$ cat config.mk
export PLATFORM = sky130hd
export DESIGN_NAME = i2c_master_register_write_top
export DESIGN_NICKNAME = d
export VERILOG_FILES = /design/src/i2cmw_pkg.sv /design/src/i2cmw_seq.sv /design/src/i2cmw_res_reg.sv /design/src/i2c_master_register_write_top.sv
export SDC_FILE = /design/constraint.sdc
export NUM_CORES = 1
export LEC_CHECK = 0
export BUFFER_PORTS_ARGS = -buffer_cell sky130_fd_sc_hd__buf_2
export CAP_MARGIN = 0
export CELL_PAD_IN_SITES_DETAIL_PLACEMENT = 1
export CELL_PAD_IN_SITES_GLOBAL_PLACEMENT = 2
export CORE_MARGIN = 2
export CORE_UTILIZATION = 38
export DETAILED_ROUTE_END_ITERATION = 10
export GPL_TIMING_DRIVEN = 1
export PLACE_DENSITY = 0.92
export SETUP_SLACK_MARGIN = 0.15
export SYNTH_ARGS = -nofsm -noshare
export SYNTH_HDL_FRONTEND = slang
export SYNTH_SLANG_ARGS = --single-unit
$ cat constraint.sdc
create_clock -name i_clk -period 5.5 [get_ports i_clk]
set_input_delay 0 -clock i_clk [delete_from_list [all_inputs] [get_ports i_clk]]
set_output_delay 0 -clock i_clk [all_outputs]
set_load 0.01 [all_outputs]
$ cat src/i2cmw_pkg.sv
package i2cmw_pkg;

    localparam int TPU_W  = 10;
    localparam int WAIT_W = 13;
    localparam int US_W   = 3;

    typedef enum logic [3:0] {
        PH_IDLE      = 4'd0,
        PH_START_HI  = 4'd1,
        PH_START_LO  = 4'd2,
        PH_BIT_LOW   = 4'd3,
        PH_BIT_SETUP = 4'd4,
        PH_BIT_HIGH  = 4'd5,
        PH_ACK_LOW   = 4'd6,
        PH_ACK_HIGH  = 4'd7,
        PH_STOP_PRE  = 4'd8,
        PH_STOP_LOW  = 4'd9,
        PH_STOP_HIGH = 4'd10
    } t_phase;

    localparam logic [US_W-1:0] US_START_HI  = 3'd6;
    localparam logic [US_W-1:0] US_START_LO  = 3'd5;
    localparam logic [US_W-1:0] US_BIT_LOW   = 3'd1;
    localparam logic [US_W-1:0] US_BIT_SETUP = 3'd2;
    localparam logic [US_W-1:0] US_BIT_HIGH  = 3'd1;
    localparam logic [US_W-1:0] US_ACK       = 3'd3;
    localparam logic [US_W-1:0] US_STOP_PRE  = 3'd2;
    localparam logic [US_W-1:0] US_STOP_LOW  = 3'd2;
    localparam logic [US_W-1:0] US_STOP_HIGH = 3'd6;

    localparam logic [WAIT_W-1:0] WAIT_MAX = WAIT_W'(6 * 1023);

    typedef struct packed {
        logic       func;
        logic [6:0] device_address;
        logic [7:0] register_index;
        logic [7:0] write_data;
    } t_in_item;

    typedef struct packed {
        logic scl_held_low;
        logic sda_driven;
        logic sda_value;
        logic busy_res;
        logic done_res;
        logic request_rejected;
    } t_out_item;

    function automatic logic [WAIT_W-1:0] load_wait(
        input logic [US_W-1:0]  us,
        input logic [TPU_W-1:0] tpu
    );
        logic [TPU_W-1:0]  tpu_eff;
        logic [WAIT_W-1:0] prod;
        tpu_eff = (tpu == '0) ? TPU_W'(1) : tpu;
        prod    = WAIT_W'(tpu_eff) * WAIT_W'(us);
        return prod;
    endfunction

endpackage

$ cat src/i2cmw_seq.sv
module i2cmw_seq (
    input  logic                         i_clk,
    input  logic                         i_rst_n,
    input  logic                         i_ce,
    input  i2cmw_pkg::t_in_item          i_item,
    input  logic [i2cmw_pkg::TPU_W-1:0]  i_tpu,
    output i2cmw_pkg::t_out_item         o_res
);

    i2cmw_pkg::t_phase               r_phase, n_phase;
    logic [1:0]                      r_byte, n_byte;
    logic [2:0]                      r_bit, n_bit;
    logic [i2cmw_pkg::WAIT_W-1:0]    r_wait, n_wait;
    logic [7:0]                      r_shift, n_shift;
    logic [7:0]                      r_reg_idx, n_reg_idx;
    logic [7:0]                      r_wdata, n_wdata;
    logic                            r_scl_low, n_scl_low;
    logic                            r_sda_oe, n_sda_oe;
    logic                            r_sda_lvl, n_sda_lvl;
    logic                            w_done;
    logic                            w_rej;

    always_comb begin
        n_phase   = r_phase;
        n_byte    = r_byte;
        n_bit     = r_bit;
        n_wait    = r_wait;
        n_shift   = r_shift;
        n_reg_idx = r_reg_idx;
        n_wdata   = r_wdata;
        n_scl_low = r_scl_low;
        n_sda_oe  = r_sda_oe;
        n_sda_lvl = r_sda_lvl;
        w_done    = 1'b0;
        w_rej     = 1'b0;
        if (i_item.func) begin
            if (r_phase != i2cmw_pkg::PH_IDLE) begin
                w_rej = 1'b1;
            end else begin
                n_shift   = {i_item.device_address, 1'b0};
                n_reg_idx = i_item.register_index;
                n_wdata   = i_item.write_data;
                n_byte    = '0;
                n_bit     = '0;
                n_sda_oe  = 1'b1;
                n_sda_lvl = 1'b1;
                n_wait    = i2cmw_pkg::load_wait(i2cmw_pkg::US_START_HI, i_tpu);
                n_phase   = i2cmw_pkg::PH_START_HI;
            end
        end else if (r_phase != i2cmw_pkg::PH_IDLE) begin
            if (r_wait > i2cmw_pkg::WAIT_W'(1)) begin
                n_wait = r_wait - i2cmw_pkg::WAIT_W'(1);
            end else begin
                case (r_phase)
                    i2cmw_pkg::PH_START_HI: begin
                        n_sda_lvl = 1'b0;
                        n_wait    = i2cmw_pkg::load_wait(i2cmw_pkg::US_START_LO, i_tpu);
                        n_phase   = i2cmw_pkg::PH_START_LO;
                    end
                    i2cmw_pkg::PH_START_LO: begin
                        n_scl_low = 1'b1;
                        n_wait    = i2cmw_pkg::load_wait(i2cmw_pkg::US_BIT_LOW, i_tpu);
                        n_phase   = i2cmw_pkg::PH_BIT_LOW;
                    end
                    i2cmw_pkg::PH_BIT_LOW: begin
                        n_sda_oe  = 1'b1;
                        n_sda_lvl = r_shift[7];
                        n_wait    = i2cmw_pkg::load_wait(i2cmw_pkg::US_BIT_SETUP, i_tpu);
                        n_phase   = i2cmw_pkg::PH_BIT_SETUP;
                    end
                    i2cmw_pkg::PH_BIT_SETUP: begin
                        n_scl_low = 1'b0;
                        n_wait    = i2cmw_pkg::load_wait(i2cmw_pkg::US_BIT_HIGH, i_tpu);
                        n_phase   = i2cmw_pkg::PH_BIT_HIGH;
                    end
                    i2cmw_pkg::PH_BIT_HIGH: begin
                        n_shift = {r_shift[6:0], 1'b0};
                        if (r_bit == 3'd7) begin
                            n_bit     = '0;
                            n_scl_low = 1'b1;
                            n_sda_oe  = 1'b1;
                            n_sda_lvl = 1'b0;
                            n_wait    = i2cmw_pkg::load_wait(i2cmw_pkg::US_ACK, i_tpu);
                            n_phase   = i2cmw_pkg::PH_ACK_LOW;
                        end else begin
                            n_bit     = r_bit + 3'd1;
                            n_scl_low = 1'b1;
                            n_wait    = i2cmw_pkg::load_wait(i2cmw_pkg::US_BIT_LOW, i_tpu);
                            n_phase   = i2cmw_pkg::PH_BIT_LOW;
                        end
                    end
                    i2cmw_pkg::PH_ACK_LOW: begin
                        n_scl_low = 1'b0;
                        n_wait    = i2cmw_pkg::load_wait(i2cmw_pkg::US_ACK, i_tpu);
                        n_phase   = i2cmw_pkg::PH_ACK_HIGH;
                    end
                    i2cmw_pkg::PH_ACK_HIGH: begin
                        if (r_byte >= 2'd2) begin
                            n_wait  = i2cmw_pkg::load_wait(i2cmw_pkg::US_STOP_PRE, i_tpu);
                            n_phase = i2cmw_pkg::PH_STOP_PRE;
                        end else begin
                            n_byte    = r_byte + 2'd1;
                            n_shift   = (r_byte == 2'd0) ? r_reg_idx : r_wdata;
                            n_bit     = '0;
                            n_scl_low = 1'b1;
                            n_wait    = i2cmw_pkg::load_wait(i2cmw_pkg::US_BIT_LOW, i_tpu);
                            n_phase   = i2cmw_pkg::PH_BIT_LOW;
                        end
                    end
                    i2cmw_pkg::PH_STOP_PRE: begin
                        n_scl_low = 1'b1;
                        n_wait    = i2cmw_pkg::load_wait(i2cmw_pkg::US_STOP_LOW, i_tpu);
                        n_phase   = i2cmw_pkg::PH_STOP_LOW;
                    end
                    i2cmw_pkg::PH_STOP_LOW: begin
                        n_scl_low = 1'b0;
                        n_wait    = i2cmw_pkg::load_wait(i2cmw_pkg::US_STOP_HIGH, i_tpu);
                        n_phase   = i2cmw_pkg::PH_STOP_HIGH;
                    end
                    i2cmw_pkg::PH_STOP_HIGH: begin
                        n_sda_lvl = 1'b1;
                        n_wait    = '0;
                        n_phase   = i2cmw_pkg::PH_IDLE;
                        w_done    = 1'b1;
                    end
                    default: begin
                        n_wait  = '0;
                        n_phase = i2cmw_pkg::PH_IDLE;
                    end
                endcase
            end
        end
    end

    always_comb begin
        o_res.scl_held_low     = n_scl_low;
        o_res.sda_driven       = n_sda_oe;
        o_res.sda_value        = n_sda_lvl;
        o_res.busy_res         = (n_phase != i2cmw_pkg::PH_IDLE);
        o_res.done_res         = w_done;
        o_res.request_rejected = w_rej;
    end

    always_ff @(posedge i_clk) begin
        if (!i_rst_n) begin
            r_phase   <= i2cmw_pkg::PH_IDLE;
            r_byte    <= '0;
            r_bit     <= '0;
            r_wait    <= '0;
            r_shift   <= '0;
            r_reg_idx <= '0;
            r_wdata   <= '0;
            r_scl_low <= 1'b0;
            r_sda_oe  <= 1'b0;
            r_sda_lvl <= 1'b1;
        end else if (i_ce) begin
            r_phase   <= n_phase;
            r_byte    <= n_byte;
            r_bit     <= n_bit;
            r_wait    <= n_wait;
            r_shift   <= n_shift;
            r_reg_idx <= n_reg_idx;
            r_wdata   <= n_wdata;
            r_scl_low <= n_scl_low;
            r_sda_oe  <= n_sda_oe;
            r_sda_lvl <= n_sda_lvl;
        end
    end

`ifndef ASSERT_OFF
    a_done_from_stop: assert property (@(posedge i_clk) disable iff (!i_rst_n)
        (i_ce && o_res.done_res) |-> (r_phase == i2cmw_pkg::PH_STOP_HIGH))
        else $error("done without stop phase");

    a_reject_busy: assert property (@(posedge i_clk) disable iff (!i_rst_n)
        (i_ce && o_res.request_rejected) |-> (r_phase != i2cmw_pkg::PH_IDLE))
        else $error("request rejected while idle");

    a_wait_bound: assert property (@(posedge i_clk) disable iff (!i_rst_n)
        r_wait <= i2cmw_pkg::WAIT_MAX)
        else $error("wait count out of range");

    a_start: assert property (@(posedge i_clk) disable iff (!i_rst_n)
        (i_ce && i_item.func && (r_phase == i2cmw_pkg::PH_IDLE))
        |=> (r_phase == i2cmw_pkg::PH_START_HI) && r_sda_oe && r_sda_lvl)
        else $error("request did not open start phase");

    a_idle_wait: assert property (@(posedge i_clk) disable iff (!i_rst_n)
        (r_phase == i2cmw_pkg::PH_IDLE) |-> (r_wait == '0))
        else $error("wait count left over in idle");
`endif

endmodule

$ cat src/i2cmw_res_reg.sv
module i2cmw_res_reg (
    input  logic                  i_clk,
    input  logic                  i_rst_n,
    input  logic                  i_load,
    input  i2cmw_pkg::t_out_item  i_item,
    output logic                  o_load_ok,
    output logic                  o_valid,
    input  logic                  i_ready,
    output i2cmw_pkg::t_out_item  o_item
);

    logic                  r_valid;
    i2cmw_pkg::t_out_item  r_item;

    assign o_load_ok = !r_valid || i_ready;
    assign o_valid   = r_valid;
    assign o_item    = r_item;

    always_ff @(posedge i_clk) begin
        if (!i_rst_n) begin
            r_valid <= 1'b0;
        end else if (i_load) begin
            r_valid <= 1'b1;
        end else if (i_ready) begin
            r_valid <= 1'b0;
        end
    end

    always_ff @(posedge i_clk) begin
        if (i_load) begin
            r_item <= i_item;
        end
    end

endmodule

$ cat src/i2c_master_register_write_top.sv
// Tick-driven I2C master for one three-byte register write.
// Input channel (i_in_valid/o_in_ready/i_in_item): func 1 requests a write of
// write_data to register_index at device_address; func 0 is one time tick.
// Every input item yields exactly one result item on the output channel
// (o_out_valid/i_out_ready/o_out_item) with the SCL/SDA line controls, busy,
// done and request_rejected, all as they stand after that item.
// Config channel (i_cfg_valid/o_cfg_ready/i_cfg_data): ticks per microsecond,
// always ready; write it only while no transaction or item is in flight.
// An accepted item waits in the input register and is processed into the result
// register when that register can take it; its result is then offered there.
// Throughput: one item per cycle while the receiver takes results, set by the
// sequencer update between the input register and the result register.
// When the receiver stalls, the result register holds, the input register
// fills and o_in_ready drops until the result is taken.
// Reset: lines released with SDA level high, sequencer idle, both registers
// empty, ticks per microsecond set to one.
module i2c_master_register_write_top (
    input  logic                         i_clk,
    input  logic                         i_rst_n,
    input  logic                         i_in_valid,
    output logic                         o_in_ready,
    input  i2cmw_pkg::t_in_item          i_in_item,
    output logic                         o_out_valid,
    input  logic                         i_out_ready,
    output i2cmw_pkg::t_out_item         o_out_item,
    input  logic                         i_cfg_valid,
    output logic                         o_cfg_ready,
    input  logic [i2cmw_pkg::TPU_W-1:0]  i_cfg_data
);

    logic                         r_in_valid;
    i2cmw_pkg::t_in_item          r_in_item;
    logic [i2cmw_pkg::TPU_W-1:0]  r_tpu;
    logic                         w_load_ok;
    logic                         w_adv;
    i2cmw_pkg::t_out_item         w_res;

    assign o_cfg_ready = 1'b1;
    assign w_adv       = r_in_valid && w_load_ok;
    assign o_in_ready  = !r_in_valid || w_adv;

    always_ff @(posedge i_clk) begin
        if (!i_rst_n) begin
            r_tpu <= i2cmw_pkg::TPU_W'(1);
        end else if (i_cfg_valid) begin
            r_tpu <= i_cfg_data;
        end
    end

    always_ff @(posedge i_clk) begin
        if (!i_rst_n) begin
            r_in_valid <= 1'b0;
        end else if (i_in_valid && o_in_ready) begin
            r_in_valid <= 1'b1;
        end else if (w_adv) begin
            r_in_valid <= 1'b0;
        end
    end

    always_ff @(posedge i_clk) begin
        if (i_in_valid && o_in_ready) begin
            r_in_item <= i_in_item;
        end
    end

    i2cmw_seq u_seq (
        .i_clk   (i_clk),
        .i_rst_n (i_rst_n),
        .i_ce    (w_adv),
        .i_item  (r_in_item),
        .i_tpu   (r_tpu),
        .o_res   (w_res)
    );

    i2cmw_res_reg u_res_reg (
        .i_clk     (i_clk),
        .i_rst_n   (i_rst_n),
        .i_load    (w_adv),
        .i_item    (w_res),
        .o_load_ok (w_load_ok),
        .o_valid   (o_out_valid),
        .i_ready   (i_out_ready),
        .o_item    (o_out_item)
    );

endmodule

==> flow_summary.toml <==
[placement]
portBuffers = 46
dp_worst_setup_slack_ps = 1610
dp_cells = 922
globalplace.congestion = 0.944
dpl_cell_area_mm2 = 0.00632
place_hpwl_mm = 12.5

[logic_synthesis]
synth_top_cell_area_share = 0.204
synth_warnings = 0
synth_top_cell_by_area = "dfxtp_1"
syn_nets = 779
postSynthCellCount = 705
synth_area_mm2 = 0.00597
yosysSeqAreaShare = 0.355
synthArstFlopShare = 0
ys_top_cells_by_area = "dfxtp_1 20%, edfxtp_1 15%, ha_1 6.9%, nand2_1 5.0%, a21oi_1 3.9%"
synthFlopType = "dfxtp_1"
ys_ff_latch = 91
synth_area_per_cell_um2 = 8.47
synth_cell_type_count = 75
synth_edf_count = 30

[timing]
fmax_ghz = 0.250
setup_slack_ps = 1500
fin_worst_skew_ps = 9.21
rsz0062_at_grt = "no"
min_period_over_period = 0.727
final-hold-violation-count = 0
slew_headroom = 0.266
tightest_slew_ps = 1100
drv_slew = 0
fin_crit_ps = 4000
setup_viol_count_final = 0
setup_tns_ps = 0
whs_ps = 112

[route]
ant_nets = 0
drc = 0
finalWirelength_mm = 18.4
avgViaCountPerCell = 5.62
dr.pass1.iters = 5
num_vias = 5475
routedWlPerCell_um = 18.9
drtIter0Drc = 333

[layout]
regArea_mm2 = 0.00212
fin_cells = 974
nets = 832
fin_area_mm2 = 0.00697
fill_cells = 1796
syn_to_final_growth_pct = 16.7
drive_gt1_frac = 0.114
multiInputGateArea_mm2 = 0.00354
diodes = 0

[critical_path]
start_kind = "flop"
critPathKind = "flop to flop"
worstSetupEndpointType = "flop"
cp.required_ps = 5730
critPathMaxFanout = 11
worst_ep_arrival_time_ps = 4230

[clocking]
htreeDepth = 3
cts_buffer_depth = 2
clk_latency_ps = 350
clock_sinks = 91
cts_setup_buffers = 0
cts_tree = "built"
clk_pin_slew_worst_paths_ps = 70
clockRootBuffer = "clkbuf_16"
cts_buffers = 9

[grt]
grt_pass1_vias = 5784
antenna_found_initial = 0
overflow = 0
grt.total_usage = 0.230
grt_pass1_wl_mm = 30.4
grt_max_degree = 63

[floorplan]
initial_core_util = 0.391
fp.dieH_um = 129
die_area_mm2 = 0.0167
boundaryPins = 48
core_mm2 = 0.0153
fp.dieW_um = 129
rows = 45

[job]
maxCapViolations = 0

[power]
p_leak_nw = 2.69
p_per_area_mw_per_mm2 = 253
peakVddDrop_mv = 0.267

[worst_hold_path]
hold_class = "input pin to flop"

[run_status]
status = "finished clean"
## stage by stage
step	utilization	total power [W]
2_1_floorplan	-	0.00103
4_1_cts	0.457	0.00176
6_report	0.457	0.00176
3_3_place_gp	0.414	0.00111
3_5_place_dp	0.414	0.00113
5_1_grt	0.457	0.00185
## cell families (layout without fill, tap and decap cells)
kind of cell,after synthesis,count (layout),synth area share
compound gates,206,206,0.235
fa+ha+maj,35,35,0.0758
other cells,1,1,0.000628
buf+inv,76,134,0.0524
mux,21,21,0.0356
simple gates,253,253,0.213
flops,91,91,0.355
xor+xnor,22,22,0.0323
## routing by layer
metal  vias up  track usage  part of all wire
met3        28       0.0434             0.050
met4         0       0.0716             0.018
met5         -            0                 0
met1      2656        0.292              0.43
met2       147        0.397              0.50
li1       2644            -                 -
## synthesized netlist by cell type, drive strengths merged, types with 3 or more instances
cell / count
a22oi: 6
a21boi: 25
xor2: 5
nand3b: 3
mux2i: 19
a31oi: 10
xnor2: 17
ha: 33
o211ai: 5
nor2: 55
a21o: 6
and3: 5
o31ai: 8
a311oi: 3
nor2b: 30
buf: 19
nor4: 5
nand3: 16
clkbuf: 28
nand2b: 14
a21oi: 47
and2: 9
o221ai: 3
o21bai: 5
a221o: 3
dfxtp: 61
edfxtp: 30
a32oi: 3
o22ai: 4
nor3: 16
a221oi: 4
o21a: 6
inv: 29
nand2: 82
nand4: 5
o21ai: 35
a211oi: 16
a32o: 4
## state kept, by name, indices dropped and copies added, names as in the netlist, 3 cells and up
register and count:
u_seq.r_shift 8, u_seq.r_reg_idx 8, u_seq.r_wdata 8, u_seq.r_bit 3, u_seq.r_phase 4, r_tpu 10
u_res_reg.o_item 6, r_in_item 24, u_seq.r_wait 13
## final cells by class
class,count,share of cell area
clock inverters,7,0.00952
multi-input cells,538,0.508
clock buffers,9,0.0323
well taps,211,0.0379
inverters,29,0.0156
repair buffers,89,0.0923
flip-flops and latches,91,0.305
## worst max-delay path: stages, from the launching register on
cell	delay [ps]
dfxtp_1	440
inv_1	180
ha_1	170
nand2_1	90
nor4_2	490
nor2_1	210
inv_1	180
ha_1	170
ha_1	180
inv_1	60
fa_1	370
nand2b_1	190
a21oi_1	200
o21a_1	210
o21ai_0	100
nand3b_1	120
a31oi_1	100
o31ai_1	290
o21ai_0	130
## where the power goes
part	switching, W	leakage, nW	internal [W]	total (W)
Combinational	0.000230	1.77	0.000151	0.000381
Clock	0.000304	0.138	0.000319	0.000623
Sequential	0.0000328	0.787	0.000727	0.000760
Total	0.000567	2.69	0.00120	0.00176
## final timing paths
| path | startpoint | slack, ps | endpoint | depth (start not counted) |
|---|---|---|---|---|
| max | r_tpu[5] | 1500 | u_seq.r_wait[9] | 18 |
| min | i_cfg_valid | 110 | r_tpu[0] | 3 |
| max reg2reg | r_tpu[5] | 1500 | u_seq.r_wait[9] | 18 |
| min reg2reg | u_seq.r_scl_low | 470 | u_seq.r_scl_low | 2 |
## what timing repair did
action	CTS	global route
hold endpoints to repair	36	0
resized for setup	0	0
hold buffers	36	0
## placed cells by master (no fill, tap or decap), drive strengths merged, types with 5 or more instances in the layout
| cell | n |
|---|---|
| a21o | 6 |
| inv | 33 |
| o21bai | 5 |
| nor3 | 16 |
| nand4 | 5 |
| edfxtp | 30 |
| a22oi | 6 |
| nand2 | 82 |
| and3 | 5 |
| nand2b | 14 |
| o21a | 6 |
| o211ai | 5 |
| a31oi | 10 |
| a21boi | 25 |
| ha | 33 |
| o21ai | 35 |
| buf | 53 |
| nand3 | 16 |
| nor2 | 55 |
| dfxtp | 61 |
| xor2 | 5 |
| nor4 | 5 |
| dlygate4sd3 | 36 |
| and2 | 9 |
| mux2i | 19 |
| a21oi | 47 |
| xnor2 | 17 |
| clkbuf | 9 |
| o31ai | 8 |
| a211oi | 16 |
| nor2b | 30 |
Note: power is estimated with default switching activity, not from simulation.
